`src/hdl/bdpc_pkg.sv`:
```
`timescale 1ns / 1ps

package bdpc_pkg;

    // Counter and register width
    localparam int unsigned CNT_W   = 16;
    localparam logic [CNT_W-1:0] CNT_MAX = '1;

    // Configuration register indexes
    localparam int unsigned CFG_IDX_W = 2;
    typedef enum logic [CFG_IDX_W-1:0] {
        CFG_DEBOUNCE_TICKS   = 2'd0,
        CFG_SHORT_PRESS_MAX  = 2'd1,
        CFG_LONG_PRESS_TICKS = 2'd2
    } t_cfg_idx;

    // Register reset values
    localparam logic [CNT_W-1:0] RST_DEBOUNCE_TICKS   = 16'd15;
    localparam logic [CNT_W-1:0] RST_SHORT_PRESS_MAX  = 16'd1000;
    localparam logic [CNT_W-1:0] RST_LONG_PRESS_TICKS = 16'd3000;

    // Button levels (active low)
    localparam logic LVL_PRESSED  = 1'b0;
    localparam logic LVL_RELEASED = 1'b1;

    // One result request
    typedef struct packed {
        logic stable_level;
        logic press_event;
        logic release_event;
        logic short_press_event;
        logic long_press_event;
    } t_result;

    // Saturating increment of a tick counter
    function automatic logic [CNT_W-1:0] sat_inc(input logic [CNT_W-1:0] v);
        logic [CNT_W-1:0] r;
        r = (v == CNT_MAX) ? CNT_MAX : v + 1'b1;
        return r;
    endfunction

endpackage

```
`src/hdl/button_debounce_press_classifier_core.sv`:
```
`timescale 1ns / 1ps

// Channel   Direction  Handshake          Payload
// --------  ---------  -----------------  ------------------------------------------
// input     in         i_valid / o_stall  i_raw_level
// result    out        o_valid / i_stall  o_stable_level, o_press_event,
//                                         o_release_event, o_short_press_event,
//                                         o_long_press_event
// config    in         i_cfg_we           i_cfg_idx, i_cfg_data
//
// One request per cycle while the result is not stalled; each request passes the
// input register, then the filter/classifier logic feeding the result register.
// Synchronous active-low reset restores the register defaults (15, 1000, 3000)
// and the released state.
// A stalled result holds the result register; the input register keeps taking
// a request while the result register is free or being drained.
module button_debounce_press_classifier_core
    import bdpc_pkg::*;
(
    input  logic                 i_clk,
    input  logic                 i_rst_n,

    input  logic                 i_valid,
    output logic                 o_stall,
    input  logic                 i_raw_level,

    output logic                 o_valid,
    input  logic                 i_stall,
    output logic                 o_stable_level,
    output logic                 o_press_event,
    output logic                 o_release_event,
    output logic                 o_short_press_event,
    output logic                 o_long_press_event,

    input  logic                 i_cfg_we,
    input  logic [CFG_IDX_W-1:0] i_cfg_idx,
    input  logic [CNT_W-1:0]     i_cfg_data
);

    // Configuration registers
    logic [CNT_W-1:0] r_debounce_ticks;
    logic [CNT_W-1:0] r_short_press_max;
    logic [CNT_W-1:0] r_long_press_ticks;

    // Input stage
    logic r_in_valid;
    logic r_in_raw;

    // Filter / classifier state
    logic             r_filter_level;
    logic             r_debounce_active;
    logic [CNT_W-1:0] r_debounce_count;
    logic             r_accepted_level;
    logic             r_hold_armed;
    logic [CNT_W-1:0] r_hold_count;

    logic             n_filter_level;
    logic             n_debounce_active;
    logic [CNT_W-1:0] n_debounce_count;
    logic             n_accepted_level;
    logic             n_hold_armed;
    logic [CNT_W-1:0] n_hold_count;
    t_result          n_result;

    // Result stage
    logic    r_out_valid;
    t_result r_result;

    logic s1_adv;
    logic out_free;

    // Handshake
    assign out_free = !r_out_valid || !i_stall;
    assign s1_adv   = r_in_valid && out_free;
    assign o_stall  = r_in_valid && !out_free;

    // Configuration writes
    always_ff @(posedge i_clk) begin
        if (!i_rst_n) begin
            r_debounce_ticks   <= RST_DEBOUNCE_TICKS;
            r_short_press_max  <= RST_SHORT_PRESS_MAX;
            r_long_press_ticks <= RST_LONG_PRESS_TICKS;
        end else if (i_cfg_we) begin
            case (i_cfg_idx)
                CFG_DEBOUNCE_TICKS:   r_debounce_ticks   <= i_cfg_data;
                CFG_SHORT_PRESS_MAX:  r_short_press_max  <= i_cfg_data;
                CFG_LONG_PRESS_TICKS: r_long_press_ticks <= i_cfg_data;
                default: ;
            endcase
        end
    end

    // Input register
    always_ff @(posedge i_clk) begin
        if (!i_rst_n) begin
            r_in_valid <= 1'b0;
        end else if (!o_stall) begin
            r_in_valid <= i_valid;
        end
    end

    always_ff @(posedge i_clk) begin
        if (!o_stall && i_valid) begin
            r_in_raw <= i_raw_level;
        end
    end

    // Debounce filter and press classification for the request in the input stage
    always_comb begin
        logic edge_seen;
        logic armed_mid;
        logic [CNT_W-1:0] hold_mid;

        n_filter_level    = r_filter_level;
        n_debounce_active = r_debounce_active;
        n_debounce_count  = r_debounce_count;
        n_accepted_level  = r_accepted_level;
        n_result          = '0;

        // Raw change restarts the count; otherwise count while settling
        if (r_in_raw != r_filter_level) begin
            n_filter_level    = r_in_raw;
            n_debounce_active = 1'b1;
            n_debounce_count  = '0;
        end else if (r_debounce_active) begin
            n_debounce_count = sat_inc(r_debounce_count);
        end
        if (n_debounce_active && (n_debounce_count >= r_debounce_ticks)) begin
            n_accepted_level  = n_filter_level;
            n_debounce_active = 1'b0;
        end

        // Previous level is the accepted level before this request
        edge_seen = (n_accepted_level != r_accepted_level);

        armed_mid = r_hold_armed;
        hold_mid  = r_hold_count;
        if (edge_seen && (n_accepted_level == LVL_PRESSED)) begin
            n_result.press_event = 1'b1;
            armed_mid = 1'b1;
            hold_mid  = '0;
        end else if (r_hold_armed) begin
            hold_mid = sat_inc(r_hold_count);
        end

        n_hold_armed = armed_mid;
        if (edge_seen && (n_accepted_level == LVL_RELEASED)) begin
            n_result.release_event     = 1'b1;
            n_result.short_press_event = armed_mid && (hold_mid <= r_short_press_max);
            n_hold_armed = 1'b0;
        end

        // Long press fires once, then disarms
        if (n_hold_armed && (hold_mid >= r_long_press_ticks)) begin
            n_result.long_press_event = 1'b1;
            n_hold_armed = 1'b0;
        end

        n_hold_count          = hold_mid;
        n_result.stable_level = n_accepted_level;
    end

    // State update on each request that moves to the result stage
    always_ff @(posedge i_clk) begin
        if (!i_rst_n) begin
            r_filter_level    <= LVL_RELEASED;
            r_debounce_active <= 1'b0;
            r_debounce_count  <= '0;
            r_accepted_level  <= LVL_RELEASED;
            r_hold_armed      <= 1'b0;
            r_hold_count      <= '0;
        end else if (s1_adv) begin
            r_filter_level    <= n_filter_level;
            r_debounce_active <= n_debounce_active;
            r_debounce_count  <= n_debounce_count;
            r_accepted_level  <= n_accepted_level;
            r_hold_armed      <= n_hold_armed;
            r_hold_count      <= n_hold_count;
        end
    end

    // Result register
    always_ff @(posedge i_clk) begin
        if (!i_rst_n) begin
            r_out_valid <= 1'b0;
        end else if (out_free) begin
            r_out_valid <= r_in_valid;
        end
    end

    always_ff @(posedge i_clk) begin
        if (s1_adv) begin
            r_result <= n_result;
        end
    end

    assign o_valid             = r_out_valid;
    assign o_stable_level      = r_result.stable_level;
    assign o_press_event       = r_result.press_event;
    assign o_release_event     = r_result.release_event;
    assign o_short_press_event = r_result.short_press_event;
    assign o_long_press_event  = r_result.long_press_event;

endmodule
```
`config.mk`:
```
export PLATFORM = sky130hd
export DESIGN_NAME = button_debounce_press_classifier_core
export DESIGN_NICKNAME = d
export VERILOG_FILES = /design/src/hdl/bdpc_pkg.sv /design/src/hdl/button_debounce_press_classifier_core.sv
export SDC_FILE = /design/constraint.sdc
export NUM_CORES = 1
export LEC_CHECK = 0
export ABC_AREA = 1
export BUFFER_PORTS_ARGS = -buffer_cell sky130_fd_sc_hd__buf_2
export CAP_MARGIN = 10
export CORE_ASPECT_RATIO = 0.5
export CORE_MARGIN = 3
export CORE_UTILIZATION = 56
export CTS_CLUSTER_SIZE = 10
export DETAILED_ROUTE_END_ITERATION = 8
export PLACE_DENSITY = 0.74
export SETUP_SLACK_MARGIN = 0.5
export SYNTH_ARGS = -nofsm -noshare
export SYNTH_HDL_FRONTEND = slang
export SYNTH_SLANG_ARGS = --single-unit
```
`constraint.sdc`:
```
create_clock -name i_clk -period 4.5 [get_ports i_clk]
set_clock_uncertainty 0.2 [all_clocks]
set_input_delay 0.45 -clock i_clk [delete_from_list [all_inputs] [get_ports i_clk]]
set_output_delay 0.45 -clock i_clk [all_outputs]
set_load 0.05 [all_outputs]
```
Yosys cells after proc, flatten, opt, wreduce, memory -nomap -nowiden. Cells that the tools add are included.

Memories kept: 0. Output and inout bits: 7. Logic and storage cells: 62. Latch bits: 0. Register bits after elaboration: 92. Bits in read-only memories: 0. Bits of input ports: 24. Bits in writable memories: 0.

Div/mod/pow operators: 0. Multiplexer cells: 16. $add $sub $neg: 2. Shifts and indexed selects: 0. Reductions and logical operators: 17. $mul: 0. Equal/unequal tests: 6. Magnitude comparators: 3. Bitwise logic cells: 1.

Operators with widths (count): two-way mux 16 bit (6); adder 16 x 1 -> 16 bit, second input constant (2); == test 16 bit, second input constant (2); >= comparator 16 bit (2); less-or-equal comparator 16 bit (1); two-way mux 1 bit (9); logical AND 1 bit (8); AND reduction 2 bit (3); zero test 1 bit (4); == test 2 x 1 -> 1 bit, second input constant (1); == test 2 bit, second input constant (1); zero test 2 bit (1); two-way mux 2 bit (1); != test 1 bit (2); logical OR 1 bit (1); NOT 1 bit (1).

Logic depth before layout (Yosys ltp).
Depth after elaboration: 13. Depth in mapped cells: 33.

Worst setup path before layout. No wires, ideal clock.

Path kind: reg2reg. From: register r_debounce_count[0]. To: register r_result, in the netlist o_long_press_event (data pin). Required time: 4.042 ns. Setup slack: 0.682 ns. Stages on the path, launching flop included: 29. Arrival: 3.360 ns. Path through: dfxtp_1 -> ha_1 -> nand2_1 -> nor2_2 -> nand4_2 -> nor2_4 -> nand3_2 -> clkinv_1 -> nand3_1 -> nand3_2 -> inv_1 -> ha_1 -> nand2_1 -> nor3_1 -> nand2_1 -> nand2_2 -> nand4_4 -> buf_6 -> nand2_1 -> inv_1 -> ha_1 -> nand2_1 -> inv_1 -> o21ai_0 -> a21oi_1 -> nor2_1 -> nand2_1 -> a21oi_1 -> nor2_1.

RTL lines: start: declaration (line button_debounce_press_classifier_core.sv:52) `logic [CNT_W-1:0] r_debounce_count;`; start signal: assignment (line button_debounce_press_classifier_core.sv:175) `r_debounce_count <= n_debounce_count;`; end signal: assignment (line button_debounce_press_classifier_core.sv:193) `r_result <= n_result;`; end: declaration (line button_debounce_press_classifier_core.sv:67) `t_result r_result;`.

Final worst setup path.
From: register r_debounce_count[0]. To: register r_debounce_count[14].

Cells in the longest elaborated chain, start to end: 4.

Ends and longest elaborated chain: adder 16 x 1 -> 16 bit or == test 16 bit (tied branches) (line bdpc_pkg.sv:38) `r = (v == CNT_MAX) ? CNT_MAX : v + 1'b1;`; two-way mux 16 bit (*) (line bdpc_pkg.sv:38); two-way mux 16 bit (*) (line button_debounce_press_classifier_core.sv:125) `end else if (r_debounce_active) begin`; two-way mux 16 bit (*) (line button_debounce_press_classifier_core.sv:121) `if (r_in_raw != r_filter_level) begin`.

Every way passes the cells marked *; elsewhere a longest branch is shown, timed or not. A chain may end at the register's enable or synchronous reset.

==> metrics.md <==
| Metric | Value |
|---|---|
| Min cycle time layout | `between 4000 and 5000 ps` |
| Initial antenna violation count | `0` |
| ANT nets after route | `0` |
| Clock slew at reported path FFs | `~70 ps` |
| Die H | `just under 80 um` |
| Peak VDD IR | `0.182 mV` |
| Worst Path Required | `4590 ps` |
| Synth Net Count | `826` |
| Mapped Cells | `750` |
| Initial DRC count | `between 300 and 400` |
| Hold Buf Count CTS | `0` |
| Num CTS Buffers | `9` |
| Fin worst setup slack | `a little under 300 ps` |
| Peak fanout along the critical path | `6` |
| Final Setup Violations | `0` |
| Number of port buffers | `30` |
| Mean routed wirelength per cell | `approximately 16 um` |
| Setup crit end kind | `flip-flop` |
| DRT Pass-1 Iters | `5` |
| CTS sink cnt | `92` |
| Hold WS | `roughly 70 ps` |
| Comb pwr share | `0.218` |
| Final GP Congestion | `roughly 0.89` |
| Synth top cells by count | `121 x inv_1, 116 x nand2_1, 86 x dfxtp_1, 83 x a21oi_1, 75 x o21ai_0` |
| Setup repair after global routing missed its margin | `true` |
| Buf/Inv on CP | `20` |
| PD cells | `between 300 and 400 mW/mm2` |
| CP dominant cell by count | `buf_4` |
| Delay of the slowest cell on the worst path | `approximately 370 ps` |
| Largest net degree at the start of global routing | `65` |
| DP Worst Slack | `around 130 ps` |
| Register area | `slightly below 0.002 mm2` |
| Switching share of power | `0.304` |
| Residual DRC | `0` |
| First-pass GRT wire length | `about 24000 um` |
| Total track usage | `0.263` |
| Largest cells by area after synthesis | `dfxtp_1 31%, ha_1 12%, inv_1 8.1%, nand2_1 7.7%, a21oi_1 7.4%` |
| TritonCTS clock tree | `done` |
| Synth top area share | `0.305` |
| Vias per cell | `about 5.6` |
| Core box area | `approximately 0.0096 mm2` |
| Fin. Hold Viols | `0` |
| Routed WL | `between 15000 and 20000 um` |
| Setup TNS | `0 ps` |
| Power Internal | `0.00156 W` |
| Min-Delay Path Class | `in -> reg` |
| Maximum clock rate | `roughly 0.24 GHz` |
| Crit-path slowest cell | `dfxtp_4` |
| Most common cell in the netlist | `inv_1` |
| Total of max-cap violations | `0` |
| CTS H-tree lvls | `3` |
| Die ar. | `0.0114 mm2` |
| Mapped Area | `between 0.005 and 0.006 mm2` |
| Library cells used by synthesis | `46` |
| Die X | `148 um` |
| Main synth FF type | `dfxtp_1` |
| WS Path Type | `reg -> reg` |
| Worst r2r src | `r_debounce_count[0]` |
| Fin. max-slew vios | `0` |
| Yosys reg bits | `92` |
| Layout cells sized above 1 | `0.284` |
| Post-DP HPWL | `9510 um` |
| Status | `completed` |
| Clock power frac | `0.373` |
| Vias | `~5300` |
| Post-synthesis async set-or-reset flop share | `0` |
| Total congestion overflow | `0` |
| Initial Util | `0.585` |
| CP startpoint | `r_debounce_count[0]` |
| Diode count | `0` |
| Clock Path Buffers | `2` |
| Worst Tran Pin Value | `~900 ps` |
| R2R Path End | `r_debounce_count[14]` |
| Clk_lat worst skew | `around 350 ps` |
| Root buffer cell | `clkbuf_16` |
| I/O pin count | `31` |
| Number of synthesized flops with an enable pin | `6` |
| FP Rows | `25` |
| P_sw | `0.000683 W` |
| Placed Area | `between 0.005 and 0.006 mm2` |
| Sequential-to-total area share from yosys stat | `0.337` |
| Largest delay share family, worst path | `buffers and inverters` |
| Vias in the first global route | `4900` |
| Mean post-synth cell area | `7.52 um2` |
| Worst reg2reg path depth | `29` |
| Slew HR | `0.394` |
| R2r setup slk | `290 ps` |
| Power share of the sequential group | `0.409` |
| Crit path depth | `29` |
| Fin area | `0.00699 mm2` |
| Final Cycle Share | `0.935` |
| Nets | `roughly 900` |
| Ys Warns | `0` |
| End point of the critical path | `r_debounce_count[14]` |
| CP Data Arrival Time | `4300 ps` |
| Worst hold path cell count | `1` |
| Area Overhead vs Synth | `23.9%` |
| Area of the multi-input gates | `about 0.0035 mm2` |
| Static Leak | `roughly 3.2 nW` |
| # fillers | `717` |
| Largest area contributor in the netlist | `dfxtp_1` |
| Crit start category | `flip-flop` |
-- layout make-up --
cell class | count | share of cell area
multi-input combinational | 502 | 0.507
sequential | 92 | 0.275
timing repair buffer | 79 | 0.0758
inverter | 129 | 0.0702
clock buffer | 12 | 0.0399
tap | 135 | 0.0242
clock inverter | 4 | 0.00770
-- power groups by stage --
stage | Clock, W | Combinational [W] | Sequential, W
after CTS | 0.000843 | 0.000425 | 0.000914
after global routing | 0.000885 | 0.000541 | 0.000924
final | 0.000836 | 0.000489 | 0.000918
after floorplan | 0 | 0.000271 | 0.000929
after global placement | 0 | 0.000351 | 0.000929
after detailed placement | 0 | 0.000360 | 0.000930
-- state kept, by name, indices dropped and copies added, names as in the netlist, 16 cells and up --
signal,count
r_debounce_count,16
r_long_press_ticks,16
r_debounce_ticks,16
r_hold_count,16
r_short_press_max,16
-- cells by family after synthesis --
family                   Yosys count  share of synthesized area
buffers and inverters            158                      0.112
AO/OA/AOI/OAI                    202                      0.204
adder cells (fa/ha/maj)           52                      0.115
XOR/XNOR                          16                     0.0248
AND/OR/NAND/NOR                  230                      0.207
flip-flops                        92                      0.337
-- layout by cell type (no fill, tap or decap), types with 7 or more instances in the layout --
cell and count:
nand3_1 25, o211ai_1 18, ha_1 36, inv_2 17
buf_4 46, nand4_1 11, ha_4 14, a21oi_1 76
nand2_1 97, nand3_2 7, o21ai_2 7, dfxtp_1 74
clkbuf_16 11, inv_1 110, nand2_2 23, nor2_1 29
dfxtp_2 9, xor2_1 10, nor2_4 7, a21oi_2 16
o21ai_0 70, buf_2 30
-- timing repair --
| action | 4_1_cts | 5_1_grt |
|---|---|---|
| pin swaps | 20 | 36 |
| gates resized for setup | 34 | 71 |
| gates cloned | 2 | 0 |
| setup endpoints to repair | 3 | 4 |
| buffers inserted | 30 | 14 |
-- per-layer routing --
| layer | track usage | wire (um) | vias up |
|---|---|---|---|
| li1 | - | - | 2630 |
| met1 | 0.357 | 6720 | 2451 |
| met2 | 0.422 | 7110 | 178 |
| met3 | 0.0514 | 898 | 39 |
| met4 | 0.0931 | 367 | 0 |
| met5 | 0 | 0 | - |
-- how the worst min path moves through the flow --
stage / slack [ps] / to / from
2_1_floorplan: 240 / r_debounce_ticks[10] / r_debounce_ticks[10]
3_5_place_dp: 260 / r_long_press_ticks[15] / r_long_press_ticks[15]
3_3_place_gp: 250 / r_debounce_ticks[15] / r_debounce_ticks[15]
5_1_grt: 70 / r_in_raw / i_raw_level
6_report: 70 / r_in_raw / i_raw_level
4_1_cts: 60 / r_in_raw / i_raw_level
-- through the flow --
stage	power, W	std cells	utilization
2_1_floorplan	0.00120	750	-
3_3_place_gp	0.00128	891	0.608
3_5_place_dp	0.00129	891	0.608
4_1_cts	0.00218	939	0.682
5_1_grt	0.00235	953	0.725
6_report	0.00224	953	0.725
Note: power is estimated with default switching activity, not from simulation.
